## src/rtl/spwm_pkg.sv

```systemverilog
// Shared constants, codes and types of the three-phase sine PWM generator.
`timescale 1ns / 1ps
package spwm_pkg;

    localparam int TABLE_DEPTH = 512;
    localparam int COUNT_WIDTH = 16;
    localparam int DEAD_WIDTH  = 10;
    localparam int NPHASE      = 3;

    localparam int IDX_W      = $clog2(TABLE_DEPTH);
    localparam int VALUE_W    = 16;
    localparam int INDEX_W    = 9;
    localparam int SEL_W      = 2;
    localparam int SAMPLE_W   = 9;
    localparam int LIMIT_W    = 16;
    localparam int STEPS_W    = 10;
    localparam int DTICKS_W   = 10;
    localparam int CFG_IDX_W  = 3;
    localparam int CFG_DATA_W = 16;

    localparam int STEP_CMP_W = (IDX_W + 1 > STEPS_W) ? IDX_W + 1 : STEPS_W;
    localparam logic [IDX_W:0] DEPTH_LIMIT = (IDX_W + 1)'(TABLE_DEPTH);

    localparam logic [LIMIT_W-1:0]  RST_PRESCALE_LIMIT = 16'd300;
    localparam logic [LIMIT_W-1:0]  RST_PWM_PERIOD     = 16'd57;
    localparam logic [STEPS_W-1:0]  RST_STEPS_IN_USE   = 10'd120;
    localparam logic [DTICKS_W-1:0] RST_DEAD_TICKS     = 10'd992;

    typedef enum logic [CFG_IDX_W-1:0] {
        CFG_PRESCALE_LIMIT = 3'd0,
        CFG_PWM_PERIOD     = 3'd1,
        CFG_STEPS_IN_USE   = 3'd2,
        CFG_DEAD_TICKS     = 3'd3,
        CFG_RUN_ENABLE     = 3'd4
    } t_cfg_idx;

    typedef enum logic {
        OP_TICK = 1'b0,
        OP_LOAD = 1'b1
    } t_op;

    typedef struct packed {
        logic [LIMIT_W-1:0]  prescale_limit;
        logic [LIMIT_W-1:0]  pwm_period;
        logic [STEPS_W-1:0]  steps_in_use;
        logic [DTICKS_W-1:0] dead_ticks;
        logic                run_enable;
    } t_cfg;

    // Item as it leaves the timebase stage.
    typedef struct packed {
        logic                   valid;
        logic                   is_tick;
        logic                   ended;
        logic [COUNT_WIDTH-1:0] pwm_count;
        logic [IDX_W-1:0]       step;
    } t_stage;

    typedef struct packed {
        logic [NPHASE-1:0]  we;
        logic [IDX_W-1:0]   addr;
        logic [VALUE_W-1:0] data;
    } t_tbl_wr;

    typedef struct packed {
        logic                valid;
        logic [NPHASE-1:0]   high;
        logic [NPHASE-1:0]   low;
        logic [SAMPLE_W-1:0] sample_index;
        logic                period_end;
    } t_result;

endpackage

```

## src/rtl/spwm_phase.sv

```systemverilog
// Per-phase compare, reference edge detect, dead-time counters and result register.
`timescale 1ns / 1ps
module spwm_phase (
    input  logic                                               i_clk,
    input  logic                                               i_rst_n,
    input  logic                                               i_adv,
    input  spwm_pkg::t_stage                                   i_stage,
    input  logic [spwm_pkg::NPHASE-1:0][spwm_pkg::VALUE_W-1:0] i_rdata,
    input  spwm_pkg::t_cfg                                     i_cfg,
    output spwm_pkg::t_result                                  o_res
);

    logic [spwm_pkg::NPHASE-1:0][spwm_pkg::COUNT_WIDTH-1:0] r_cmp;
    logic [spwm_pkg::NPHASE-1:0][spwm_pkg::DEAD_WIDTH-1:0]  r_dead;
    logic [spwm_pkg::NPHASE-1:0]                            r_prev;
    spwm_pkg::t_result                                      r_res;

    logic [spwm_pkg::NPHASE-1:0][spwm_pkg::COUNT_WIDTH-1:0] n_cmp;
    logic [spwm_pkg::NPHASE-1:0][spwm_pkg::DEAD_WIDTH-1:0]  n_dead;
    logic [spwm_pkg::NPHASE-1:0]                            n_prev;
    spwm_pkg::t_result                                      n_res;

    logic w_run_tick;
    logic w_stop_tick;
    logic w_ref;

    assign w_run_tick  = i_stage.valid && i_stage.is_tick && i_cfg.run_enable;
    assign w_stop_tick = i_stage.valid && i_stage.is_tick && !i_cfg.run_enable;

    always_comb begin
        n_cmp  = r_cmp;
        n_dead = r_dead;
        n_prev = r_prev;
        w_ref  = 1'b0;
        for (int p = 0; p < spwm_pkg::NPHASE; p++) begin
            if (w_run_tick && i_stage.ended) begin
                n_cmp[p] = spwm_pkg::COUNT_WIDTH'(i_rdata[p]);
            end
            w_ref = i_stage.pwm_count < n_cmp[p];
            if (w_stop_tick) begin
                n_dead[p] = '0;
                n_prev[p] = 1'b0;
            end else if (w_run_tick) begin
                if (w_ref != r_prev[p]) begin
                    n_dead[p] = spwm_pkg::DEAD_WIDTH'(i_cfg.dead_ticks);
                    n_prev[p] = w_ref;
                end else if (r_dead[p] != '0) begin
                    n_dead[p] = r_dead[p] - 1'b1;
                end
            end
        end
    end

    always_comb begin
        n_res.valid        = i_stage.valid;
        n_res.sample_index = spwm_pkg::SAMPLE_W'(i_stage.step);
        n_res.period_end   = i_stage.ended;
        for (int p = 0; p < spwm_pkg::NPHASE; p++) begin
            if (!i_cfg.run_enable) begin
                n_res.high[p] = 1'b0;
                n_res.low[p]  = 1'b1;
            end else begin
                n_res.high[p] = n_prev[p] && (n_dead[p] == '0);
                n_res.low[p]  = !n_prev[p] && (n_dead[p] == '0);
            end
        end
    end

    // Reset clears only the valid flag of the result; its payload holds.
    always_ff @(posedge i_clk) begin
        if (!i_rst_n) begin
            r_cmp       <= '0;
            r_dead      <= '0;
            r_prev      <= '0;
            r_res.valid <= 1'b0;
        end else if (i_adv) begin
            r_cmp  <= n_cmp;
            r_dead <= n_dead;
            r_prev <= n_prev;
            r_res  <= n_res;
        end
    end

    assign o_res = r_res;

endmodule

```

## config.mk

```make
export PLATFORM = sky130hd
export DESIGN_NAME = spwm_phase
export DESIGN_NICKNAME = d
export VERILOG_FILES = /design/src/rtl/spwm_pkg.sv /design/src/rtl/spwm_phase.sv
export SDC_FILE = /design/constraint.sdc
export NUM_CORES = 1
export LEC_CHECK = 0
export ABC_AREA = 1
export BUFFER_PORTS_ARGS = -buffer_cell sky130_fd_sc_hd__buf_2
export CAP_MARGIN = 25
export CORE_MARGIN = 5
export CORE_UTILIZATION = 56
export CTS_CLUSTER_SIZE = 25
export DETAILED_ROUTE_END_ITERATION = 10
export PLACE_DENSITY = 0.82
export SLEW_MARGIN = 20
export SYNTH_ARGS = -nofsm -noshare
export SYNTH_HDL_FRONTEND = slang
export SYNTH_SLANG_ARGS = --single-unit
export TNS_END_PERCENT = 50
```

## constraint.sdc

```tcl
create_clock -name i_clk -period 4.2 [get_ports i_clk]
set_clock_uncertainty 0.2 [all_clocks]
set_input_delay 0.63 -clock i_clk [delete_from_list [all_inputs] [get_ports i_clk]]
set_output_delay 0.63 -clock i_clk [all_outputs]
set_load 0.05 [all_outputs]
```

# Word level (Yosys, flattened, before mapping)

Index checks and enable logic that the tools add are counted.
Widths: inputs -> output; s select.

$add $sub $neg: 3
Magnitude comparators: 3
Equality and inequality tests: 3
Muxes and demuxes: 24
Reduce and logical (&&, ||, !) cells: 21

Operator list:

| cell                  | count |
|---|---|
| $mux 10               | 12 |
| $lt 16x16->1          | 3 |
| $mux 16               | 3 |
| $logic_not 10->1      | 3 |
| $reduce_bool 10->1    | 3 |
| $sub 10x1->10 const B | 3 |
| $logic_and 1x1->1     | 10 |
| $mux 1                | 9 |
| $logic_not 1->1       | 4 |
| $ne 1x1->1            | 3 |
| $reduce_and 2->1      | 1 |

Register bits after elaboration: 98
Output and inout bits: 17
Logic and storage cells: 66

# Logic depth before layout (Yosys ltp)

Gate-level depths: netlist of run 1.

Depth in word-level cells: 11
Mapped depth: 24

# Worst setup path before layout of run 1

No wires, ideal clock.

Path kind: input -> register
From: in i_cfg[0] (netlist bit)
To: reg r_res (netlist bit o_res[13]), data pin
Data arrival time: 3.636 ns
Data required time: 3.862 ns
Slack: 0.226 ns
Cell stages on the path: 22
Buffers on the path: 3
Cell sequence: buf_4 nand4_4 buf_1 inv_1 clkbuf_1 o21ai_0 inv_1 ha_1 a21oi_1 or2_1 a21oi_1 nor4_2 nand2_1 nand2_2 nand3_1 nand3_1 nand2_1 nor2_1 nand2_1 nor2_1 nand2_1 nor2_1

Word-level cells in the longest chain between the ends: 10
Elaborated cells on any way between the ends: 15
Those cells by class: order compare: 1; eq/ne: 1; mux: 7; reduce/logical: 6

Ends and longest elaborated chain:

| element              | line             | text |
|---|---|---|
| from (decl)          | spwm_phase.sv:9  | `input spwm_pkg::t_cfg i_cfg,` |
| $logic_and 1x1->1    | spwm_phase.sv:27 | `assign w_run_tick = i_stage.valid && i_stage.is_tick && i_cfg.run_enable;` |
| $logic_and 1x1->1    | spwm_phase.sv:36 | `if (w_run_tick && i_stage.ended) begin` |
| $mux 16              | spwm_phase.sv:36 |  |
| $lt 16x16->1         | spwm_phase.sv:39 | `w_ref = i_stage.pwm_count < n_cmp[p];` |
| $ne 1x1->1           | spwm_phase.sv:44 | `if (w_ref != r_prev[p]) begin` |
| $mux 10              | spwm_phase.sv:44 |  |
| $mux 10              | spwm_phase.sv:43 | `end else if (w_run_tick) begin` |
| $mux 10              | spwm_phase.sv:40 | `if (w_stop_tick) begin` |
| $logic_not 10->1     | spwm_phase.sv:63 | `n_res.high[p] = n_prev[p] && (n_dead[p] == '0);` |
| $logic_and 1x1->1    | spwm_phase.sv:63 |  |
| to (signal assigned) | spwm_phase.sv:80 | `r_res <= n_res;` |
| to (decl)            | spwm_phase.sv:16 | `spwm_pkg::t_result r_res;` |

Several ways; a longest one is shown, not always the timed one.
A chain may end at the register's enable or synchronous reset.

# Final worst setup path of run 1

Ends and elaborated chain as after synthesis.

==> results by group, run 1 <==
Run status
  – Status: finished, final reports clean

Synthesis
  – Yosys Warn Count: 0
  – Register bit count reported by yosys: 98
  – Syn Nets: 1134
  – Syn avg cell area: 7.15 um^2
  – Post-synthesis sequential area ratio: 31.1%
  – Synth top area cells: dfxtp_1 24%, nand2_1 9.4%, inv_1 9.0%
  – Area leader, netlist: dfxtp_1
  – Mapped Area: 0.00682 mm^2
  – Yosys top cell area share: 24.1%
  – Post-Syn Instances: 954
  – Synth cell types: 33

Global route
  – Global routing's busiest layer: met2
  – Antenna violations before repair: 2
  – Global Route Usage Sum: 23.5%
  – Global Route met3 Usage: 3.79%
  – Vias in the first global route: 6075
  – Grt ovf: 0
  – Largest net degree at the start of global routing: 104
  – M1 GR Usage: 30.9%
  – Met2 usage: 38.8%
  – First-pass GRT wire length: 27900 um

Layout
  – Area of the multi-input gates: 0.00393 mm^2
  – Area grow syn2layout: 14.1%
  – Filler cells: 1036
  – Fraction of layout instances using a drive strength above 1: 14.7%
  – Final #Nets: 1220
  – Final Util: 65.1%
  – Fin cells: 1193
  – Register area: 0.00212 mm^2

Route
  – Antenna Nets Post-Route: 0
  – DR WL/cell: 14.3 um
  – DR iter-0 viols: 523
  – Routed vias/inst: 5.51
  – WL final: 17000 um
  – DRC Markers: 0
  – DRT Pass-1 Iters: 5
  – Vias: 6572

Pwr
  – Sw Ratio: 33.7%
  – Leak: 4.33 nW
  – Int Pwr: 1.73 mW
  – Maximum vdd drop: 0.166 mV
  – Flop pwr share: 40.5%
  – Power Density: 336 mW/mm^2
  – Switch Pwr: 0.881 mW
  – Combinational group share of total power: 27.8%
  – Tot Pwr: 2.62 mW
  – Clock network power share: 31.6%

Clocking
  – CTS Root Cell: clkbuf_16
  – Clock buffer depth: 2
  – Num CTS Buffers: 9
  – Cts repair resizes: 0
  – Htree depth: 3
  – Clk sinks: 98
  – Post-CTS Hold Buffers: 0
  – Clk_lat worst skew: 360 ps
  – Post-CTS Setup Bufs: 0
  – CTS tree: yes
  – Clock Pin Slew Worst Setup and Hold Paths: 70 ps

Worst setup path
  – Critical Path Stages: 21
  – Crit-path slowest cell: nor4_2
  – Buf/Inv on CP: 3
  – Crit path max fanout: 12
  – RR Startpoint: r_cmp[9]$_SDFFE_PN0P_
  – Required @ worst endpoint: 4220 ps
  – Most used cell, CP: nand2_1
  – Crit start category: input pin
  – CP delay by family, top: simple AND/OR/NAND/NOR gates
  – Worst Setup Path Type: in -> reg
  – Crit path cell chain: buf_2 -> nand4_4 -> inv_1 -> nand2_1 -> o21ai_0 -> inv_1 -> ha_1 -> a21oi_1 -> or2_1 -> a21oi_1 -> nor4_2 -> nand2_1 -> nand2_2 -> nand3_1 -> nand3_1 -> nand2_1 -> nor2_1 -> nand2_1 -> nor2_1 -> nand2_1 -> nor2_1
  – R2r worst-path depth: 18
  – Crit end category: register
  – Worst setup startpoint: i_cfg[0]
  – Crit path DAT: 3720 ps
  – Max incr delay on CP: 400 ps

Timing
  – Final hold vios: 0
  – Period minus WS final: 3710 ps
  – Final setup viols: 0
  – Worst-margin pin slew: 999 ps
  – FMAX: 270 MHz
  – Final Cycle Share: 88.2%
  – RSZ-0062 raised after global routing: no
  – Slew HR: 33.4%
  – Max-slew violations: 0
  – Setup TNS: 0 ps

Place
  – Port-buffer cells: 106
  – GP Congestion: 0.902
  – Placed cell count: 1175
  – DP HPWL: 12300 um

Die
  – Die width: 120 um
  – Die height: 120 um
  – Top-level I/O count: 149
  – FP Rows: 40
  – Die area: 0.0145 mm^2
  – Core region area: 0.0120 mm^2
  – Starting density of the core: 57.0%

Worst hold path
  – Hold crit path type: in -> reg
  – Hold wc startpoint: i_stage[4]
  – Worst Hold Depth: 1

Run
  – Max-cap violations: 0
[cells in the final DEF, fill, tap and decap left out, types with 39 or more instances in the layout]
cell / netlist / routed
o21ai_0: 54 / 54
nand2_1: 171 / 171
o211ai_1: 50 / 50
nand3_1: 121 / 121
mux2i_1: 39 / 39
ha_1: 48 / 48
dfxtp_1: 82 / 82
buf_2: 0 / 106
inv_1: 163 / 162
a21oi_1: 50 / 50
[stage by stage]
stage	instance area (um^2)	worst slack, ps	hold WS [ps]
floorplan	6820	226	249
global placement	7450	210	260
detailed placement	7450	167	264
CTS	7750	512	242
global route	7780	43.1	245
finish	7780	495	255
[state kept, by name, indices dropped and copies added (netlist names)]
| signal | count |
|---|---|
| o_res | 17 |
| r_prev | 3 |
| r_cmp | 48 |
| r_dead | 30 |
[power groups by stage]
| stage | registers (mW) | logic (mW) | clock network [mW] |
|---|---|---|---|
| floorplan | 1.10 | 0.506 | 0 |
| global placement | 1.08 | 0.696 | 0 |
| detailed placement | 1.08 | 0.714 | 0 |
| CTS | 1.06 | 0.720 | 0.842 |
| global route | 1.07 | 0.827 | 0.881 |
| finish | 1.06 | 0.728 | 0.828 |
[cells in the mapped netlist, drive strengths merged]
library cell and n:
dfxtp 82, nand2 183, o21a 2, nand3 128
nor4 3, o211ai 50, edfxtp 16, nor2 39
nor3 14, mux2i 39, clkbuf 26, o221a 1
inv 164, nand4 13, clkinv 1, xor2 21
a211oi 3, buf 13, ha 48, o21ai 56
a31oi 1, a21oi 50, or2 1
[worst paths after layout]
check,endpoint,slack (ps)
worst max-delay path,o_res[13]$_SDFFCE_PN0P_,490
worst min-delay path,o_res[5]$_DFFE_PP_,260
worst max register to register,o_res[13]$_SDFFCE_PN0P_,1050
worst min register to register,r_cmp[42]$_SDFFE_PN0P_,280
[logic make-up after synthesis]
logic type / Yosys count / share of synthesized area (%)
AO/OA/AOI/OAI: 163 / 14.1
XOR/XNOR: 21 / 2.70
adder cells (fa/ha/maj): 48 / 8.81
buffers and inverters: 204 / 11.3
flip-flops: 98 / 31.1
multiplexers: 39 / 5.72
AND/OR/NAND/NOR: 381 / 26.3
[routing by layer]
metal | vias to the layer above | wire length [um]
li1 | 3360 | -
met1 | 2977 | 7670
met2 | 205 | 7920
met3 | 28 | 1070
met4 | 2 | 352
met5 | - | 7
[cell type report]
cell class | count | share of cell area (%)
diodes | 1 | 0.0322
clock buffers | 10 | 3.22
flip-flops and latches | 98 | 27.3
repair buffers | 114 | 8.01
well taps | 147 | 2.36
multi-input cells | 652 | 50.5
clock inverters | 6 | 0.659
inverters | 165 | 7.96
(Power assumes the default switching activity.)
==> run 2, diff against run 1 <==
--- a/config.mk
+++ b/config.mk
@@ -12,7 +12,7 @@
 export CORE_UTILIZATION = 56
 export CTS_CLUSTER_SIZE = 25
 export DETAILED_ROUTE_END_ITERATION = 10
-export PLACE_DENSITY = 0.82
+export PLACE_DENSITY = 0.87
 export SLEW_MARGIN = 20
 export SYNTH_ARGS = -nofsm -noshare
 export SYNTH_HDL_FRONTEND = slang
==> run 2 against run 1 <==
Register-to-register slack gained 80 ps; die area is the same; worst hold slack lost 10 ps; global-route usage shrank 0.17 points.
==> results by group, run 2 (same netlist as run 1, synthesis figures left out) <==
Clocking
  – Clk_lat worst skew: 360 ps (about the same)
  – CTS Root Cell: clkbuf_16
  – Clock Pin Slew Worst Setup and Hold Paths: 70 ps (about the same)
  – Clk sinks: 98 (unchanged)
  – Num CTS Buffers: 9 (unchanged)
  – Cts repair resizes: 0 (unchanged)
  – Htree depth: 3 (unchanged)
  – Post-CTS Setup Bufs: 0 (unchanged)
  – Post-CTS Hold Buffers: 0 (unchanged)
  – CTS tree: yes
  – Clock buffer depth: 2 (unchanged)

Route
  – DR iter-0 viols: 565 (+8.0%)
  – WL final: 16800 um (-1.2%)
  – DR WL/cell: 14.1 um (-1.2%)
  – Vias: 6586 (+0.21%)
  – Antenna Nets Post-Route: 0 (unchanged)
  – Routed vias/inst: 5.52 (+0.13%)
  – DRC Markers: 0 (unchanged)
  – DRT Pass-1 Iters: 6 (+1)

Layout
  – Fin cells: 1194 (+0.084%)
  – Most common cell after layout, fill and taps aside: nand2_1
  – Max reg flops: 48 (unchanged)
  – Filler cells: 1022 (-1.4%)
  – Most frequent cells in the layout: 171 x nand2_1, 163 x inv_1, 121 x nand3_1, 106 x buf_2, 82 x dfxtp_1
  – Biggest register: r_cmp
  – Fraction of layout instances using a drive strength above 1: 14.8% (+0.082 points)
  – Area grow syn2layout: 14.0%
  – Final #Nets: 1221 (+0.082%)

Global route
  – Largest net degree at the start of global routing: 104 (unchanged)
  – First-pass GRT wire length: 27800 um (-0.47%)
  – Grt ovf: 0 (unchanged)
  – Antenna violations before repair: 1 (-1)
  – Vias in the first global route: 6080 (+0.082%)
  – Global Route Usage Sum: 23.3% (-0.17 points)

Pwr
  – Tot Pwr: 2.64 mW (+0.83%)
  – Leak: 4.34 nW (+0.20%)
  – Maximum vdd drop: 0.198 mV (+19%)
  – Power Density: 339 mW/mm^2 (+0.95%)

Place
  – DP Worst Slack: 282 ps (+115 ps)
  – Port-buffer cells: 106 (unchanged)
  – GP Congestion: 0.914 (+1.3%)
  – DP HPWL: 12500 um (+1.9%)
  – Placed cell count: 1176 (+0.085%)

Timing
  – RSZ-0062 raised after global routing: no
  – Period minus WS final: 3620 ps (-83.6 ps)
  – Final setup viols: 0 (unchanged)
  – Setup TNS: 0 ps (unchanged)
  – FMAX: 276 MHz (+2.3%)
  – Max-slew violations: 0 (unchanged)
  – Slew HR: 34.3% (+0.96 points)
  – Final Cycle Share: 86.2% (-2.0 points)
  – Hold_ws: 245 ps (-10.1 ps)
  – Worst-margin pin slew: 985 ps (-14.4 ps)
  – Final hold vios: 0 (unchanged)
  – Final Worst Setup Slack: 578 ps (+83.6 ps)

Die
  – Die height: 120 um (unchanged)
  – Die area: 0.0145 mm^2 (unchanged)
  – Die width: 120 um (unchanged)
  – Top-level I/O count: 149 (unchanged)
  – Starting density of the core: 57.0% (unchanged)
  – FP Rows: 40 (unchanged)
  – Core region area: 0.0120 mm^2 (unchanged)

Worst setup path
  – Worst Setup Path Type: in -> reg
  – Crit end category: register
  – Crit path DAT: 3630 ps (-90 ps)
  – Required @ worst endpoint: 4210 ps (about the same)
  – Crit start category: input pin
  – Crit path max fanout: 12 (unchanged)

Run status
  – Status: finished, final reports clean

Run
  – Max-cap violations: 0 (unchanged)

Worst hold path
  – Hold crit path type: in -> reg
==> run 2: changes by cell type in the layout (fill, tap and decap cells not counted), sizes merged <==
cell,change
bufinv,+1
inv,+3
clkinv,-3
buf,+1
clkinvlp,-1
==> run 2: per-layer routing <==
metal  up-vias  routed length (um)  track usage [%]
li1       3362                   -                -
met1      2965                7640             31.2
met2       226                7660             37.1
met3        33                1070             3.93
met4         0                 445             10.1
met5         -                   0                0
==> run 2: worst max-delay path, stage by stage <==
cell and delay [ps]:
buf_2 240, nand4_4 160, inv_1 270, nand2_1 70, o21ai_0 120, inv_1 140, ha_1 320, a21oi_1 130
o21a_1 140, o221a_2 310, nand2_1 130, nand2_2 190, nand3_1 110, nand3_1 80, nand2_1 70, nor2_1 120
nand2_1 70, nor2_1 180, nand2_1 70, nor2_1 90
==> run 2: path summary, 6_finish.rpt <==
kind | cells past startpoint | to | slack, ps | start
max | 20 | o_res[14]$_SDFFCE_PN0P_ | 580 | i_cfg[0]
min | 1 | o_res[2]$_DFFE_PP_ | 250 | i_stage[1]
max reg2reg | 17 | o_res[14]$_SDFFCE_PN0P_ | 1130 | r_cmp[25]$_SDFFE_PN0P_
min reg2reg | 2 | r_cmp[27]$_SDFFE_PN0P_ | 280 | r_cmp[27]$_SDFFE_PN0P_
==> run 2: power breakdown <==
part	internal [mW]	switching, mW	total [mW]
sequential	1.02	0.0429	1.06
combinational	0.273	0.454	0.728
clock	0.479	0.369	0.848
==> run 2: final cells by class <==
cell class	instances	area (um^2)	share of cell area (%)
Tap cell	147	184	2.37
Antenna cell	1	2.50	0.0322
Clock buffer	10	239	3.07
Multi-Input combinational cell	652	3930	50.5
Inverter	165	619	7.97
Timing Repair Buffer	115	614	7.90
Clock inverter	6	62.6	0.805
Sequential cell	98	2120	27.3
==> run 2: metrics by stage <==
step	utilization, %	area, um^2
CTS	64.9	7760
finish	65.0	7770
global route	65.0	7770
detailed placement	62.3	7460
global placement	62.3	7460
floorplan	-	6820
==> run 3, diff against run 2 <==
--- a/config.mk
+++ b/config.mk
@@ -9,10 +9,10 @@
 export BUFFER_PORTS_ARGS = -buffer_cell sky130_fd_sc_hd__buf_2
 export CAP_MARGIN = 25
 export CORE_MARGIN = 5
-export CORE_UTILIZATION = 56
+export CORE_UTILIZATION = 50
 export CTS_CLUSTER_SIZE = 25
 export DETAILED_ROUTE_END_ITERATION = 10
-export PLACE_DENSITY = 0.87
+export PLACE_DENSITY = 0.82
 export SLEW_MARGIN = 20
 export SYNTH_ARGS = -nofsm -noshare
 export SYNTH_HDL_FRONTEND = slang
==> constraint.sdc (replaced) <==
create_clock -name i_clk -period 3.3 [get_ports i_clk]
set_clock_uncertainty 0.2 [all_clocks]
set_input_delay 0.495 -clock i_clk [delete_from_list [all_inputs] [get_ports i_clk]]
set_output_delay 0.495 -clock i_clk [all_outputs]
set_load 0.05 [all_outputs]
==> run 3 against run 2 <==
Clock power rose by 21%; final cell count rose by 7.3%; sequential share of layout area fell by 3.0 points; total power rose by 33%; die area rose by 11%; flip-flop and latch count did not move; critical path depth rose by 2.
==> results by group, run 3 (same netlist as run 1, synthesis figures left out) <==
Run status
  – Status: finished, final reports clean

Route
  – DR iter-0 viols: 619 (+9.6%)
  – DRT Pass-1 Iters: 5 (-1)
  – Routed vias/inst: 5.49 (-0.47%)
  – WL final: 19100 um (+14%)
  – Antenna Nets Post-Route: 0 (unchanged)
  – Vias: 7033 (+6.8%)
  – DRC Markers: 0 (unchanged)
  – DR WL/cell: 14.9 um (+6.0%)

Clocking
  – Htree depth: 3 (unchanged)
  – Clk_lat worst skew: 360 ps (about the same)
  – CTS tree: yes
  – Clk sinks: 98 (unchanged)
  – Post-CTS Hold Buffers: 0 (unchanged)
  – Clock Pin Slew Worst Setup and Hold Paths: 70 ps (about the same)
  – CTS Root Cell: clkbuf_16
  – Num CTS Buffers: 9 (unchanged)
  – Clock buffer depth: 2 (unchanged)

Place
  – DP HPWL: 13200 um (+5.1%)
  – GP Congestion: 0.935 (+2.3%)
  – DP Worst Slack: -368 ps (-650 ps)
  – Placed inst area: 0.00780 mm^2 (+4.6%)
  – Port-buffer cells: 106 (unchanged)

Global route
  – Largest net degree at the start of global routing: 68 (-35%)
  – Global Route Usage Sum: 21.7% (-1.6 points)
  – First-pass GRT wire length: 28800 um (+3.7%)
  – Antenna violations before repair: 6 (+5)
  – Grt ovf: 0 (unchanged)
  – Vias in the first global route: 6262 (+3.0%)

Die
  – FP Rows: 42 (+5.0%)
  – Die height: 127 um (+5.3%)
  – Top-level I/O count: 149 (unchanged)
  – Starting density of the core: 51.3% (-5.7 points)
  – Die width: 127 um (+5.3%)
  – Die area: 0.0161 mm^2 (+11%)
  – Core region area: 0.0133 mm^2 (+11%)

Worst setup path
  – Required @ worst endpoint: 3330 ps (-880 ps)
  – Crit path max fanout: 6 (-6)
  – Crit end category: register
  – Crit path DAT: 3240 ps (-390 ps)
  – Worst Setup Path Type: in -> reg
  – Crit start category: input pin
  – R2r worst-path depth: 19 (+2)

Timing
  – Slew HR: 50.9% (+17 points)
  – Period minus WS final: 3220 ps
  – Final hold vios: 0 (unchanged)
  – Final Worst Setup Slack: 81.4 ps (-497 ps)
  – FMAX: 311 MHz
  – Final Cycle Share: 97.5%
  – Worst-margin pin slew: 736 ps (-248 ps)
  – Hold_ws: 111 ps (-134 ps)
  – Max-slew violations: 0 (unchanged)
  – RSZ-0062 raised after global routing: yes
  – Final setup viols: 0 (unchanged)
  – Setup TNS: 0 ps (unchanged)

Layout
  – Final #Nets: 1279 (+4.8%)
  – Fraction of layout instances using a drive strength above 1: 25.1% (+10 points)
  – Final Util: 65.7% (+0.69 points)
  – Most common cell after layout, fill and taps aside: nand2_1
  – Biggest register: r_cmp
  – Max reg flops: 48 (unchanged)
  – Most frequent cells in the layout: 165 x nand2_1, 160 x inv_1, 104 x nand3_1, 102 x buf_2, 82 x dfxtp_1
  – Area grow syn2layout: 28.0%
  – Final instance area: 0.00873 mm^2 (+12%)

Pwr
  – Sw Ratio: 35.3% (+2.4 points)
  – Power Density: 402 mW/mm^2 (+18%)
  – Int Pwr: 2.27 mW (+28%)
  – Combinational group share of total power: 32.0% (+4.4 points)
  – Maximum vdd drop: 0.444 mV (+120%)
  – Leak: 4.64 nW (+7.0%)
  – Switch Pwr: 1.24 mW (+43%)
  – Clock network power share: 29.4% (-2.8 points)
  – Flop pwr share: 38.7% (-1.5 points)

Worst hold path
  – Hold crit path type: in -> reg
  – Worst Hold Depth: 1 (unchanged)

Run
  – Max-cap violations: 0 (unchanged)
==> run 3: cell types whose count changed in the layout (fill, tap and decap cells not counted), sizes merged <==
cell      previous run  this run
buf                115       163
bufinv               1         0
clkinv               4         5
clkinvlp             0         1
inv                166       167
nand2              183       187
nand3              128       132
==> run 3: metal layers <==
layer	vias up	GRT usage, %	wire, um
li1	3493	-	-
met2	264	35.7	9080
met5	-	0	49
met1	3208	26.9	7900
met3	58	7.65	1670
met4	10	6.12	432
==> run 3: timing repair <==
item,in CTS,in global routing
setup endpoints to repair,2,16
cloned,0,11
resized for setup,0,103
pin swaps,1,27
buffers inserted,0,15
==> run 3: worst paths after layout <==
kind	startpoint	end	slack [ps]
max	i_cfg[0]	o_res[14]$_SDFFCE_PN0P_	80
min	i_stage[2]	o_res[3]$_DFFE_PP_	110
max reg2reg	r_cmp[21]$_SDFFE_PN0P_	o_res[14]$_SDFFCE_PN0P_	440
min reg2reg	r_cmp[26]$_SDFFE_PN0P_	r_cmp[26]$_SDFFE_PN0P_	290
==> run 3: area by class of cell <==
cell class                      instances  area [um^2]
Tap cell                              176          220
Clock buffer                            9          225
Antenna cell                            1         2.50
Multi-Input combinational cell        660         4400
Timing Repair inverter                  1         6.26
Timing Repair Buffer                  164         1070
Clock inverter                          7         61.3
Inverter                              165          624
Sequential cell                        98         2120
Fill cell                            1069         4560
==> run 3: critical path: stages <==
cell and delay, ps:
buf_4 100, nand4_4 170, buf_6 180, buf_4 140
clkbuf_16 160, mux2i_4 200, ha_4 250, nand2_2 50
nor2_1 50, a211oi_2 210, nand2_2 110, nand2_4 120
nand2_4 100, nand2_4 120, nand3_1 100, nand3_1 80
nand2_1 70, nor2_1 110, nand2_1 90, nor2_2 160
nand2_1 80, nor2_1 80
==> run 3: power by group through the flow <==
stage,sequential (mW),clock [mW],combinational [mW]
floorplan,1.41,0,0.661
global placement,1.37,0,0.939
detailed placement,1.37,0,0.965
CTS,1.35,1.05,0.971
global route,1.37,1.10,1.25
finish,1.36,1.03,1.12
==> run 3: stage by stage <==
stage	total power [mW]	instances
after floorplan	2.07	954
after global placement	2.31	1238
after detailed placement	2.34	1238
after CTS	3.37	1254
after global routing	3.71	1281
final	3.51	1281
