## src/rtl/spwm_pkg.sv

```systemverilog
// Shared constants, codes and types of the three-phase sine PWM generator.
`timescale 1ns / 1ps
package spwm_pkg;

    localparam int TABLE_DEPTH = 512;
    localparam int COUNT_WIDTH = 16;
    localparam int DEAD_WIDTH  = 10;
    localparam int NPHASE      = 3;

    localparam int IDX_W      = $clog2(TABLE_DEPTH);
    localparam int VALUE_W    = 16;
    localparam int INDEX_W    = 9;
    localparam int SEL_W      = 2;
    localparam int SAMPLE_W   = 9;
    localparam int LIMIT_W    = 16;
    localparam int STEPS_W    = 10;
    localparam int DTICKS_W   = 10;
    localparam int CFG_IDX_W  = 3;
    localparam int CFG_DATA_W = 16;

    localparam int STEP_CMP_W = (IDX_W + 1 > STEPS_W) ? IDX_W + 1 : STEPS_W;
    localparam logic [IDX_W:0] DEPTH_LIMIT = (IDX_W + 1)'(TABLE_DEPTH);

    localparam logic [LIMIT_W-1:0]  RST_PRESCALE_LIMIT = 16'd300;
    localparam logic [LIMIT_W-1:0]  RST_PWM_PERIOD     = 16'd57;
    localparam logic [STEPS_W-1:0]  RST_STEPS_IN_USE   = 10'd120;
    localparam logic [DTICKS_W-1:0] RST_DEAD_TICKS     = 10'd992;

    typedef enum logic [CFG_IDX_W-1:0] {
        CFG_PRESCALE_LIMIT = 3'd0,
        CFG_PWM_PERIOD     = 3'd1,
        CFG_STEPS_IN_USE   = 3'd2,
        CFG_DEAD_TICKS     = 3'd3,
        CFG_RUN_ENABLE     = 3'd4
    } t_cfg_idx;

    typedef enum logic {
        OP_TICK = 1'b0,
        OP_LOAD = 1'b1
    } t_op;

    typedef struct packed {
        logic [LIMIT_W-1:0]  prescale_limit;
        logic [LIMIT_W-1:0]  pwm_period;
        logic [STEPS_W-1:0]  steps_in_use;
        logic [DTICKS_W-1:0] dead_ticks;
        logic                run_enable;
    } t_cfg;

    // Item as it leaves the timebase stage.
    typedef struct packed {
        logic                   valid;
        logic                   is_tick;
        logic                   ended;
        logic [COUNT_WIDTH-1:0] pwm_count;
        logic [IDX_W-1:0]       step;
    } t_stage;

    typedef struct packed {
        logic [NPHASE-1:0]  we;
        logic [IDX_W-1:0]   addr;
        logic [VALUE_W-1:0] data;
    } t_tbl_wr;

    typedef struct packed {
        logic                valid;
        logic [NPHASE-1:0]   high;
        logic [NPHASE-1:0]   low;
        logic [SAMPLE_W-1:0] sample_index;
        logic                period_end;
    } t_result;

endpackage

```

## src/rtl/spwm_timebase.sv

```systemverilog
// Prescaler, PWM counter and table index stage; also steers table loads.
`timescale 1ns / 1ps
module spwm_timebase (
    input  logic                           i_clk,
    input  logic                           i_rst_n,
    input  logic                           i_adv,
    input  logic                           i_valid,
    input  logic                           i_op,
    input  logic [spwm_pkg::SEL_W-1:0]     i_sel,
    input  logic [spwm_pkg::INDEX_W-1:0]   i_idx,
    input  logic [spwm_pkg::VALUE_W-1:0]   i_val,
    input  spwm_pkg::t_cfg                 i_cfg,
    output logic [spwm_pkg::IDX_W-1:0]     o_raddr,
    output spwm_pkg::t_tbl_wr              o_wr,
    output spwm_pkg::t_stage               o_stage
);

    logic                                r_valid;
    logic [spwm_pkg::COUNT_WIDTH-1:0]    r_presc;
    logic [spwm_pkg::COUNT_WIDTH-1:0]    r_pwm;
    logic [spwm_pkg::IDX_W-1:0]          r_step;
    logic                                r_is_tick;
    logic                                r_ended;

    logic [spwm_pkg::COUNT_WIDTH-1:0]    n_presc;
    logic [spwm_pkg::COUNT_WIDTH-1:0]    n_pwm;
    logic [spwm_pkg::IDX_W-1:0]          n_step;
    logic                                n_ended;

    logic                                w_accept;
    logic                                w_tick;
    logic                                w_idx_ok;
    logic [spwm_pkg::IDX_W:0]            w_inc;
    logic [spwm_pkg::IDX_W-1:0]          w_step_next;

    assign w_accept = i_valid & i_adv;
    assign w_tick   = w_accept && (i_op == spwm_pkg::OP_TICK);
    assign w_idx_ok = 32'(i_idx) < spwm_pkg::TABLE_DEPTH;

    // Wrap the shared index at the steps in use or at the table end.
    always_comb begin
        w_inc = {1'b0, r_step} + 1'b1;
        if ((spwm_pkg::STEP_CMP_W'(w_inc) >= spwm_pkg::STEP_CMP_W'(i_cfg.steps_in_use)) ||
            (w_inc >= spwm_pkg::DEPTH_LIMIT)) begin
            w_step_next = '0;
        end else begin
            w_step_next = w_inc[spwm_pkg::IDX_W-1:0];
        end
    end

    always_comb begin
        n_presc = r_presc;
        n_pwm   = r_pwm;
        n_step  = r_step;
        n_ended = 1'b0;
        if (w_tick) begin
            if (!i_cfg.run_enable) begin
                n_presc = '0;
                n_pwm   = '0;
                n_step  = '0;
            end else if (r_presc >= spwm_pkg::COUNT_WIDTH'(i_cfg.prescale_limit)) begin
                n_presc = '0;
                if (r_pwm >= spwm_pkg::COUNT_WIDTH'(i_cfg.pwm_period)) begin
                    n_pwm   = '0;
                    n_ended = 1'b1;
                    n_step  = w_step_next;
                end else begin
                    n_pwm = r_pwm + 1'b1;
                end
            end else begin
                n_presc = r_presc + 1'b1;
            end
        end
    end

    always_ff @(posedge i_clk) begin
        if (!i_rst_n) begin
            r_valid <= 1'b0;
            r_presc <= '0;
            r_pwm   <= '0;
            r_step  <= '0;
        end else if (i_adv) begin
            r_valid <= i_valid;
            r_presc <= n_presc;
            r_pwm   <= n_pwm;
            r_step  <= n_step;
        end
    end

    always_ff @(posedge i_clk) begin
        if (i_adv) begin
            r_is_tick <= (i_op == spwm_pkg::OP_TICK);
            r_ended   <= n_ended;
        end
    end

    // Tables are read at the index in force before this item's update.
    assign o_raddr = r_step;

    always_comb begin
        for (int p = 0; p < spwm_pkg::NPHASE; p++) begin
            o_wr.we[p] = w_accept && (i_op == spwm_pkg::OP_LOAD) &&
                         (i_sel == spwm_pkg::SEL_W'(p)) && w_idx_ok;
        end
        o_wr.addr = spwm_pkg::IDX_W'(i_idx);
        o_wr.data = i_val;
    end

    assign o_stage.valid     = r_valid;
    assign o_stage.is_tick   = r_is_tick;
    assign o_stage.ended     = r_ended;
    assign o_stage.pwm_count = r_pwm;
    assign o_stage.step      = r_step;

endmodule

```

## config.mk

```make
export PLATFORM = sky130hd
export DESIGN_NAME = spwm_timebase
export DESIGN_NICKNAME = d
export VERILOG_FILES = /design/src/rtl/spwm_pkg.sv /design/src/rtl/spwm_timebase.sv
export SDC_FILE = /design/constraint.sdc
export NUM_CORES = 1
export LEC_CHECK = 0
export ABC_AREA = 1
export BUFFER_PORTS_ARGS = -buffer_cell sky130_fd_sc_hd__buf_2
export CAP_MARGIN = 20
export CORE_MARGIN = 1
export CORE_UTILIZATION = 46
export CTS_CLUSTER_SIZE = 14
export DETAILED_ROUTE_END_ITERATION = 6
export PLACE_DENSITY = 0.78
export SYNTH_ARGS = -nofsm -noshare
export SYNTH_HDL_FRONTEND = slang
export SYNTH_SLANG_ARGS = --single-unit
```

## constraint.sdc

```tcl
create_clock -name i_clk -period 2 [get_ports i_clk]
set_input_delay 0.5 -clock i_clk [delete_from_list [all_inputs] [get_ports i_clk]]
set_output_delay 0.5 -clock i_clk [all_outputs]
set_load 0.03 [all_outputs]
```

# After elaboration in Yosys (flattened, before gate mapping)
# Index checks and enable logic that the tools add are counted.
dict set report totals {
  reg_bits 44
  in_bits 85
  output_inout_bits 65
}
dict set report op_classes {
  addsub 3
  order_cmp 4
  n_eq_ne 4
  n_mux 10
  n_bitwise 2
  n_reduce_logical 11
}
# cell count
set op_table {}
lappend op_table {{2-to-1 mux 16 bit} 5}
lappend op_table {{2-to-1 mux 9 bit} 4}
lappend op_table {{adder 16 x 1 -> 16 bit (second input constant)} 2}
lappend op_table {{greater-or-equal comparator 16 bit} 2}
lappend op_table {{adder 9 x 1 -> 10 bit (second input constant)} 1}
lappend op_table {{greater-or-equal comparator 10 bit} 1}
lappend op_table {{greater-or-equal comparator 10 bit (second input constant)} 1}
lappend op_table {{AND reduction 3 bit} 2}
lappend op_table {{logical AND 1 bit} 5}
lappend op_table {{!= test 2 x 1 -> 1 bit (second input constant)} 2}
lappend op_table {{AND reduction 4 bit} 1}
lappend op_table {{equality test 2 x 1 -> 1 bit (second input constant)} 1}
lappend op_table {{equality test 2 bit (second input constant)} 1}
lappend op_table {{zero test 2 bit} 1}
lappend op_table {{AND reduction 2 bit} 1}
lappend op_table {{bitwise AND 1 bit} 1}
lappend op_table {{logical OR 1 bit} 1}
lappend op_table {{2-to-1 mux 1 bit} 1}
lappend op_table {{inverter 1 bit} 1}

# Longest topological paths before layout
# Gate-level depths: netlist of the first run.
dict set report logic_depth {
  depth_word 7
  mapped_depth 17
}

# Worst setup path before layout of the first run
# OpenSTA, ideal clock, no wires.
dict set report synth_timing {
  path_kind {register -> register}
  startpoint {register r_step, in the netlist o_raddr[0]}
  endpoint {register r_step, in the netlist o_raddr[7]}
  setup_time_ns 0.110
  arrival_time_ns 2.235
  t_required_ns 1.890
  setup_slack_ns -0.345
  stages_incl_launch_ff 17
  synth_period_minus_slack_ns 2.345
  path_cell_list {dfxtp_1 -> ha_1 -> nand2_1 -> inv_1 -> nand3_1 -> xor2_1 -> inv_1 -> ha_1 -> nand2_1 -> nor2_1 -> nand2_1 -> nor2_1 -> nor2_4 -> nand3_1 -> nand4_1 -> nand2_1 -> nor2_1}
}
dict set report synth_via {
  elab_chain_cells 7
  word_cells_on_any_way 8
}
# element line_no
set synth_lines {}
lappend synth_lines {{start: declaration} spwm_timebase.sv:21} ;# logic [spwm_pkg::IDX_W-1:0] r_step;
lappend synth_lines {{start signal: assignment} spwm_timebase.sv:86} ;# r_step <= n_step;
lappend synth_lines {{adder 9 x 1 -> 10 bit (*)} spwm_timebase.sv:42} ;# w_inc = {1'b0, r_step} + 1'b1;
lappend synth_lines {{greater-or-equal comparator 10 bit (on tied branches)} {spwm_timebase.sv:43, spwm_timebase.sv:44}}
lappend synth_lines {{logical OR 1 bit} spwm_timebase.sv:43} ;# if ((spwm_pkg::STEP_CMP_W'(w_inc) >= spwm_pkg::STEP_CMP_W'(i_cfg.steps_in_use)) ||
lappend synth_lines {{2-to-1 mux 9 bit (*)} spwm_timebase.sv:43}
lappend synth_lines {{2-to-1 mux 9 bit (*)} spwm_timebase.sv:63} ;# if (r_pwm >= spwm_pkg::COUNT_WIDTH'(i_cfg.pwm_period)) begin
lappend synth_lines {{2-to-1 mux 9 bit (*)} spwm_timebase.sv:61} ;# end else if (r_presc >= spwm_pkg::COUNT_WIDTH'(i_cfg.prescale_limit)) begin
lappend synth_lines {{2-to-1 mux 9 bit (*)} spwm_timebase.sv:57} ;# if (!i_cfg.run_enable) begin
# Every way passes the cells marked *; elsewhere a longest branch is shown, timed or not. The select of a mux whose other input is x is not followed.
# A chain may end at the register's enable or synchronous reset.

# Final worst setup path of the first run
dict set report layout_timing {
  startpoint {register r_step, in the netlist o_raddr[1]}
  endpoint {register r_step, in the netlist o_raddr[1]}
}
# Same word-level chain as after synthesis.

==> results of run 1 <==
[logic make-up (layout without fill, tap and decap cells)]
logic type	Yosys count	after routing	synth area share (%)
buf+inv	166	257	19.6
simple gates	330	330	37.0
fa+ha+maj	45	45	13.7
flops	44	44	22.0
xor+xnor	16	16	3.41
compound gates	31	31	4.30
[metal layers]
layer	track usage, %	wire (um)	vias up	part of all wire [%]
li1	-	-	2117	-
met1	26.6	4370	1834	45
met2	37.9	4820	111	49
met3	3.13	489	17	5.0
met4	6.86	119	0	1.2
met5	0	0	-	0
[stage by stage]
step / power (W) / setup TNS, ns / cells
3_5_place_dp: 0.00128 / -3.52 / 820
4_1_cts: 0.00187 / -0.620 / 830
3_3_place_gp: 0.00127 / -2.54 / 820
6_report: 0.00188 / -0.987 / 831
5_1_grt: 0.00196 / -2.50 / 831
2_1_floorplan: 0.00126 / -0.0447 / 632
[synth_stat cells (all sizes together)]
cell and count:
o2bb2ai 1, xnor2 4, ha 45, and2 1, nor3 14, a21boi 1
nor2 93, nand3 44, inv 117, a21o 1, a211oi 1, buf 46
or2 2, a21oi 18, nand2 149, o21ai 8, o21bai 1, dfxtp 42
nand4 25, nor3b 1, nor4 1, edfxtp 2, xor2 12, clkbuf 3
[power breakdown]
group	total [W]	switching, W	internal (W)
Sequential	0.000904	0.0000131	0.000891
Combinational	0.000379	0.000229	0.000151
Clock	0.000593	0.000310	0.000283
Total	0.00188	0.000552	0.00132
[registers in the layout, indices dropped and copies added, names as in the netlist]
| signal | count |
|---|---|
| r_ended | 1 |
| o_raddr | 9 |
| r_presc | 16 |
| r_pwm | 16 |
| r_is_tick | 1 |
| r_valid | 1 |
[worst max-delay path: stages (launching register included)]
cell     delay (ns)
dfxtp_4        0.40
ha_4           0.15
nand2_4        0.07
inv_4          0.06
nand3_2        0.07
xor2_2         0.21
inv_2          0.08
ha_4           0.27
nand2_2        0.04
nor2_2         0.11
nand2_1        0.07
nor2_2         0.12
nor2_4         0.07
nand4_1        0.09
nand4_1        0.09
nand2_1        0.08
nor2_1         0.04
[layout make-up]
cell class                      instances  area [um2]  area share [%]
Sequential cell                        44         927            18.8
Timing Repair Buffer                  132         772            15.6
Multi-Input combinational cell        422        2570            52.1
Clock buffer                            8        90.1            1.82
Tap cell                              108         135            2.74
Inverter                              117         442            8.94
[cells in the final DEF (no fill, tap or decap), types with 16 or more instances in the layout]
cell type and instances:
nand2_1 131, inv_1 105, buf_2 89, nor2_1 78, buf_4 42, ha_1 40, nand3_1 38, dfxtp_1 31
nand4_1 24, a21oi_1 16
[path summary, 6_finish.rpt]
path,to,slack (ns),cells after the start,from
worst min register to register,r_valid$_SDFFE_PN0P_,0.48,2,r_valid$_SDFFE_PN0P_
worst min-delay path,r_valid$_SDFFE_PN0P_,0.48,2,r_valid$_SDFFE_PN0P_
worst max-delay path,o_raddr[1]$_SDFFE_PN0P_,-0.13,16,o_raddr[1]$_SDFFE_PN0P_
worst max register to register,o_raddr[1]$_SDFFE_PN0P_,-0.13,16,o_raddr[1]$_SDFFE_PN0P_
[timing repair]
item / CTS / global route
endpoints found under the setup margin: 9 / 36
endpoints found under the hold margin: 0 / 0
resized for setup: 10 / 31
pin swaps: 7 / 11
setup buffers: 2 / 1
==> run summary, run 1 <==
## STA
* 0 — final count of pins violating max slew
* 0.476 ns — Worst Hold Margin
* true — RSZ-0062 raised after global routing
* -0.127 ns — post-route worst setup slack
* 0.334 ns — Slew @ Worst Pin
* 0.00775 ns — worst-case clock skew
* 77.8% — worst rel slew slack
* 2.13 ns — final worst path period need
* 0 — endpoints failing hold
* 470 MHz — maximum clock frequency
* 106% — share of the cycle needed by the critical path after routing
* 9 — setup violators final

## Routing
* 4.91 — via/cell ratio
* 4079 — number of vias after detailed routing
* 0 — detailed-route DRC error count
* 225 — iteration-0 DRC count of the detailed router
* 11.8 um — wire length per cell after detailed routing
* 0 — count of antenna-violating nets left after detailed routing
* 9.80 mm — routed wire length
* 4 — number of optimization iterations in the first detailed-route pass

## Run
* 0 — # Max-Cap Violations

## Clock tree
* 0 — quantity of hold-fixing buffers added after cts
* yes — TritonCTS clock tree
* 2 — maximum level of the CTS H-tree
* 0.08 ns — CTS clock-pin slew for the worst setup and hold paths
* 44 — TritonCTS sink count
* clkbuf_8 — buffer type at the clock tree root
* 2 — number of buffers on the longest clock path
* 0.30 ns — clock latency reported for the late side of the worst-skew pair
* 5 — TritonCTS buffer count

## Floorplan
* 34 — # rows
* 9300 um2 — area of the die
* 96.5 um — DIE HEIGHT
* 150 — count of pins on the block boundary
* 47.3% — Initial Utilization
* 96.5 um — Die Width
* 8680 um2 — area of the core region

## Global route
* 27 — largest net degree at the start of global routing
* 0 — initial antenna violation count
* 3809 — via count of the first global-routing pass
* 16.1 mm — first-pass GRT wire length
* 21.4% — Tot GR Track Use
* 0 — remaining global-route overflow

## Layout
* 4940 um2 — post-route cell area
* 29.6% — share of cells above drive strength 1
* 839 — Filler cells
* 852 — Final #Nets
* 20.4% — area grow syn2layout
* 0 — Diodes inserted
* 56.9% — utilization of the core after routing

## Synthesis
* 4100 um2 — combined area of all synthesized cells
* 22.0% — sequential fraction of the synthesis area
* 44 — count of state elements after synthesis
* dfxtp_1 — library cell occupying the most area in the post-synthesis netlist
* 20.5% — top cell type's share of synthesized area
* 0 — number of synthesis warnings
* 762 — syn_nets
* 632 — Synth Instances
* 6.49 um2 — synthesized area divided by synthesized cell count
* dfxtp_1 (20%), ha_1 (14%), nand2_1 (13%) — top cells by area in the synthesized netlist
* 37 — Yosys cell types

## Power and ir drop
* 2.73 nW — LEAKAGE
* 380 nW/um2 — Power Density
* 0.306 mV — largest vdd supply drop

## Place
* 4670 um2 — placed inst area
* 89 — buffers added on ports
* 0.913 — GPL Wtd Cong
* -0.154 ns — worst setup slack before clock tree synthesis
* 7.60 mm — placed wire-length estimate

## Worst setup path
* 2.19 ns — Data required, critical path
* 6 — Max FO, Critical Path
* flop — launching element type of the critical path
* 2.32 ns — arrival time reported for the critical path endpoint
* flop to flop — Worst Path Class, Setup
* flop — CP endpoint kind

## Run status
* finished, violations left — result of the run
* negative setup slack — violations in the final reports

## Hold path
* flop to flop — hold crit path type

(Power assumes the default switching activity.)
==> inputs of run 2 (changes only) <==
Settings changed: CORE_ASPECT_RATIO from default to 1.1.
==> run 2 against run 1 <==
The flow still finishes with violations (negative setup slack). Core utilization grew 2.0 points. Clock skew shrank 0.0028 ns. Non-clock buffer count grew 12. Highest routed layer unchanged. Global-route usage shrank 0.67 points. Final cell count grew 1.8%. Largest cell class unchanged. Count of clock-buffer cells in the layout is the same. Clock power grew 17%. Register-to-register slack lost 0.04 ns. Largest power group unchanged.
==> run summary, run 2 (synthesis gave the netlist of run 1 again) <==
## Worst setup path
* o_raddr[3]$_SDFFE_PN0P_ — Worst R2R End
* flop — CP endpoint kind
* dfxtp_4 — cell with the largest stage delay on the worst path
* o_raddr[1]$_SDFFE_PN0P_ — worst setup path startpoint
* simple AND/OR/NAND/NOR gates — family with the most delay on the worst path
* 2 — worst path buffer plus inverter count
* 16 — worst-case reg-to-reg path depth
* nor2_2 — library cell appearing most often on the critical path
* 6 — Max FO, Critical Path
* flop — launching element type of the critical path
* 2.23 ns — Data required, critical path
* 2.40 ns — arrival time reported for the critical path endpoint
* flop to flop — Worst Path Class, Setup
* 0.37 ns — delay of the slowest cell on the worst path
* -0.16 ns — internal reg-to-reg setup slack
* o_raddr[1]$_SDFFE_PN0P_ — startpoint of the worst-slack reg-to-reg timing path
* ha_4 -> nand2_4 -> inv_2 -> nand3_2 -> xor2_2 -> inv_1 -> ha_1 -> nand2_1 -> nor2_2 -> nand2_1 -> nor2_2 -> nor2_4 -> nand3_4 -> nor2_2 -> nor2_1 -> nor2_1 — cells along the critical path

## Clock tree
* 2 — maximum level of the CTS H-tree
* 0.30 ns — clock latency reported for the late side of the worst-skew pair
* yes — TritonCTS clock tree
* clkbuf_8 — buffer type at the clock tree root
* 5 — TritonCTS buffer count
* 0.08 ns — CTS clock-pin slew for the worst setup and hold paths
* 2 — number of buffers on the longest clock path
* 44 — TritonCTS sink count
* 0 — quantity of hold-fixing buffers added after cts

## Routing
* 0 — count of antenna-violating nets left after detailed routing
* 0 — detailed-route DRC error count
* 258 — iteration-0 DRC count of the detailed router
* 9.52 mm — routed wire length
* 4157 — number of vias after detailed routing
* 4.91 — via/cell ratio
* 5 — number of optimization iterations in the first detailed-route pass
* 11.3 um — wire length per cell after detailed routing

## Layout
* nand2_1 (136), inv_1 (110), buf_2 (89) — top library cells by usage in the layout, fill and taps aside
* 802 — Filler cells
* 2510 um2 — Multi-input gate area
* 846 — final std cells w/o fill
* 0 — Diodes inserted
* 29.5% — share of cells above drive strength 1
* nand2_1 — most common library cell in the layout ignoring fill and taps
* 864 — Final #Nets
* 21.9% — area grow syn2layout
* 58.9% — utilization of the core after routing
* 925 um2 — area of all sequential standard cells

## STA
* 0.370 ns — Slew @ Worst Pin
* 462 MHz — maximum clock frequency
* 108% — share of the cycle needed by the critical path after routing
* -1.16 ns — Fin Setup TNS
* -0.163 ns — post-route worst setup slack
* 2.16 ns — final worst path period need
* 9 — setup violators final
* true — RSZ-0062 raised after global routing
* 0 — final count of pins violating max slew
* 0 — endpoints failing hold
* 0.00500 ns — worst-case clock skew
* 75.1% — worst rel slew slack

## Floorplan
* 101 um — DIE HEIGHT
* 8500 um2 — area of the core region
* 35 — # rows
* 9300 um2 — area of the die
* 48.3% — Initial Utilization
* 150 — count of pins on the block boundary
* 92.1 um — Die Width

## Power and ir drop
* 393 nW/um2 — Power Density
* 0.00143 W — internal power
* 0.273 mV — largest vdd supply drop
* 18.9% — Logic pwr share
* 0.000535 W — Switch Pwr
* 45.9% — share of power burned in registers
* 35.1% — clock group share of total power
* 27.2% — switching fraction of total power
* 2.80 nW — LEAKAGE

## Global route
* 3915 — via count of the first global-routing pass
* 0 — initial antenna violation count
* 24 — largest net degree at the start of global routing
* 20.8% — Tot GR Track Use
* 16.1 mm — first-pass GRT wire length
* 0 — remaining global-route overflow

## Hold path
* i_adv — start point of the worst min-delay path
* 1 — count of cells along the worst hold path
* r_is_tick$_DFFE_PP_ — Hold Path End
* input pin to flop — hold crit path type

## Place
* 89 — buffers added on ports
* 0.863 — GPL Wtd Cong
* 830 — number of instances in the placed design
* 7.48 mm — placed wire-length estimate
* -0.199 ns — worst setup slack before clock tree synthesis

## Run status
* finished, violations left — result of the run
* negative setup slack — violations in the final reports

## Run
* 0 — # Max-Cap Violations

## run 2: cell types whose count changed in the layout (fill, tap and decap cells not counted), sizes merged
cell	previous run	this run
buf	132	144
## run 2: repair_timing
item | in CTS | in global routing
setup endpoints to repair | 9 | 40
resized for setup | 10 | 17
hold endpoints to repair | 0 | 0
setup buffers | 4 | 4
pin swaps | 21 | 9
## run 2: worst max path at each step
stage,to,slack (ns),cells past startpoint
2_1_floorplan,o_raddr[7]$_SDFFE_PN0P_,-0.01,16
3_3_place_gp,o_raddr[5]$_SDFFE_PN0P_,-0.14,16
3_5_place_dp,o_raddr[5]$_SDFFE_PN0P_,-0.20,16
4_1_cts,o_raddr[5]$_SDFFE_PN0P_,-0.14,16
5_1_grt,o_raddr[1]$_SDFFE_PN0P_,-0.29,16
6_report,o_raddr[3]$_SDFFE_PN0P_,-0.16,16
## run 2: stage by stage
stage                     area, um2  hold WS (ns)  total power [W]
after global routing           5000         0.472          0.00206
after global placement         4730         0.470          0.00127
after CTS                      4920         0.471          0.00197
after floorplan                4150         0.448          0.00126
final                          5000         0.476          0.00197
after detailed placement       4730         0.480          0.00128
## run 2: cell type report
class / instances / share of cell area [%]
clock buffer: 8 / 2.43
inverter: 117 / 8.88
multi-input combinational: 422 / 50.2
sequential: 44 / 18.5
tap: 111 / 2.78
timing repair buffer: 144 / 17.2
## run 2: power groups by stage
stage	Clock, W	Combinational (W)	Sequential [W]
after CTS	0.000703	0.000364	0.000904
after global placement	0	0.000347	0.000924
after global routing	0.000738	0.000418	0.000906
after floorplan	0	0.000315	0.000943
final	0.000691	0.000372	0.000904
after detailed placement	0	0.000359	0.000924
## run 2: metal layers
metal / vias to the layer above / track usage, % / part of all wire, %
met1: 1850 / 23.6 / 41
met4: 0 / 7.21 / 2.1
li1: 2141 / - / -
met5: - / 0 / 0
met3: 25 / 2.56 / 5.8
met2: 141 / 39.6 / 51
==> inputs of run 3 (changes only) <==
Settings changed: SKIP_LAST_GASP from default to 1.
==> run 3 against run 2 <==
The flow still finishes with violations (negative setup slack). Via count down 0.24%. Setup slack worse by 0.0020 ns. Register-to-register slack about the same. Non-clock buffer count unchanged. Clock skew down 0.00087 ns. Sequential cell count unchanged. First-iteration DRC count down 20%. Clock power about the same. Power about the same. Combinational power about the same. Routed wire length down 0.21%. Die area unchanged. Highest routed layer unchanged.
==> run summary, run 3 (synthesis gave the netlist of run 1 again) <==
## Run status
* finished, violations left — result of the run
* negative setup slack — violations in the final reports

## Worst setup path
* dfxtp_4 — cell with the largest stage delay on the worst path
* -0.16 ns — internal reg-to-reg setup slack
* 2.40 ns — arrival time reported for the critical path endpoint
* flop — launching element type of the critical path
* 16 — worst-case reg-to-reg path depth
* ha_4 -> nand2_4 -> inv_2 -> nand3_2 -> xor2_2 -> inv_1 -> ha_1 -> nand2_1 -> nor2_2 -> nand2_1 -> nor2_2 -> nor2_4 -> nand3_4 -> nor2_2 -> nor2_1 -> nor2_1 — cells along the critical path
* flop to flop — Worst Path Class, Setup
* flop — CP endpoint kind
* nor2_2 — library cell appearing most often on the critical path
* 6 — Max FO, Critical Path
* o_raddr[3]$_SDFFE_PN0P_ — Worst R2R End
* o_raddr[1]$_SDFFE_PN0P_ — startpoint of the worst-slack reg-to-reg timing path
* 2.23 ns — Data required, critical path
* 0.37 ns — delay of the slowest cell on the worst path

## Clock tree
* clkbuf_8 — buffer type at the clock tree root
* 0.30 ns — clock latency reported for the late side of the worst-skew pair
* 44 — TritonCTS sink count
* 0.08 ns — CTS clock-pin slew for the worst setup and hold paths
* yes — TritonCTS clock tree
* 2 — number of buffers on the longest clock path
* 0 — quantity of hold-fixing buffers added after cts
* 2 — maximum level of the CTS H-tree
* 5 — TritonCTS buffer count

## Global route
* 0 — remaining global-route overflow
* 20.8% — Tot GR Track Use
* 0 — initial antenna violation count
* 3915 — via count of the first global-routing pass
* 16.1 mm — first-pass GRT wire length
* 24 — largest net degree at the start of global routing

## Place
* 830 — number of instances in the placed design
* 0.863 — GPL Wtd Cong
* 4730 um2 — placed inst area
* 89 — buffers added on ports
* 7.48 mm — placed wire-length estimate

## Routing
* 11.2 um — wire length per cell after detailed routing
* 0 — count of antenna-violating nets left after detailed routing
* 4.90 — via/cell ratio
* 0 — detailed-route DRC error count
* 9.50 mm — routed wire length
* 5 — number of optimization iterations in the first detailed-route pass
* 207 — iteration-0 DRC count of the detailed router
* 4147 — number of vias after detailed routing

## Floorplan
* 35 — # rows
* 92.1 um — Die Width
* 48.3% — Initial Utilization
* 8500 um2 — area of the core region
* 150 — count of pins on the block boundary
* 9300 um2 — area of the die
* 101 um — DIE HEIGHT

## STA
* -1.17 ns — Fin Setup TNS
* 0.00413 ns — worst-case clock skew
* 0 — endpoints failing hold
* 75.1% — worst rel slew slack
* 0 — final count of pins violating max slew
* 2.16 ns — final worst path period need
* true — RSZ-0062 raised after global routing
* 462 MHz — maximum clock frequency
* 0.370 ns — Slew @ Worst Pin
* 9 — setup violators final
* -0.165 ns — post-route worst setup slack
* 108% — share of the cycle needed by the critical path after routing

## Layout
* 4990 um2 — post-route cell area
* 0 — Diodes inserted
* 58.7% — utilization of the core after routing
* 29.0% — share of cells above drive strength 1
* nand2_1 (136), inv_1 (110), buf_2 (89) — top library cells by usage in the layout, fill and taps aside
* 864 — Final #Nets
* 21.6% — area grow syn2layout
* nand2_1 — most common library cell in the layout ignoring fill and taps
* 846 — final std cells w/o fill

## Hold path
* 1 — count of cells along the worst hold path
* i_adv — start point of the worst min-delay path
* input pin to flop — hold crit path type
* r_is_tick$_DFFE_PP_ — Hold Path End

## Power and ir drop
* 2.80 nW — LEAKAGE
* 394 nW/um2 — Power Density
* 0.273 mV — largest vdd supply drop
* 0.00197 W — total power draw

## Run
* 0 — # Max-Cap Violations

-- run 3: cell type report --
cell class	count	area [um2]
clock buffer	8	121
fill	800	3510
inverter	117	444
multi-input combinational	422	2500
sequential	44	922
tap	111	139
timing repair buffer	144	862
-- run 3: power breakdown --
group | total (W) | switching [W] | leakage, nW | internal [W]
clock | 0.000693 | 0.000302 | 0.0627 | 0.000391
combinational | 0.000371 | 0.000221 | 2.37 | 0.000150
sequential | 0.000904 | 0.0000120 | 0.365 | 0.000892
-- run 3: routing by layer --
layer	GRT usage [%]	part of all wire, %
met1	23.6	42
met2	39.6	50
met3	2.56	5.7
met4	7.21	2.0
met5	0	0
-- run 3: how the worst max path moves through the flow --
stage,depth (start not counted),start,endpoint,slack [ns]
detailed placement,16,o_raddr[1]$_SDFFE_PN0P_,o_raddr[5]$_SDFFE_PN0P_,-0.20
floorplan,16,o_raddr[0]$_SDFFE_PN0P_,o_raddr[7]$_SDFFE_PN0P_,-0.01
global placement,16,o_raddr[1]$_SDFFE_PN0P_,o_raddr[5]$_SDFFE_PN0P_,-0.14
finish,16,o_raddr[1]$_SDFFE_PN0P_,o_raddr[3]$_SDFFE_PN0P_,-0.16
global route,16,o_raddr[1]$_SDFFE_PN0P_,o_raddr[1]$_SDFFE_PN0P_,-0.29
CTS,16,o_raddr[0]$_SDFFE_PN0P_,o_raddr[5]$_SDFFE_PN0P_,-0.14
-- run 3: per-stage QoR --
step                hold slack (ns)  setup WS, ns
floorplan                     0.448       -0.0144
global placement              0.470        -0.138
detailed placement            0.480        -0.199
CTS                           0.471        -0.141
global route                  0.472        -0.289
finish                        0.476        -0.165
-- run 3: worst max-delay path: cells and delay by family (launching register included) --
| kind | cells | cell delay, ns |
|---|---|---|
| buffers and inverters | 2 | 0.11 |
| DFF | 1 | 0.37 |
| adders and majority gates | 2 | 0.43 |
| xor gates and xnor gates | 1 | 0.21 |
| and+or+nand+nor | 11 | 0.97 |
-- run 3: repair_timing --
item	CTS	global route
endpoints found under the setup margin	9	40
resized for setup	10	13
pin swaps	21	9
setup buffers	4	4
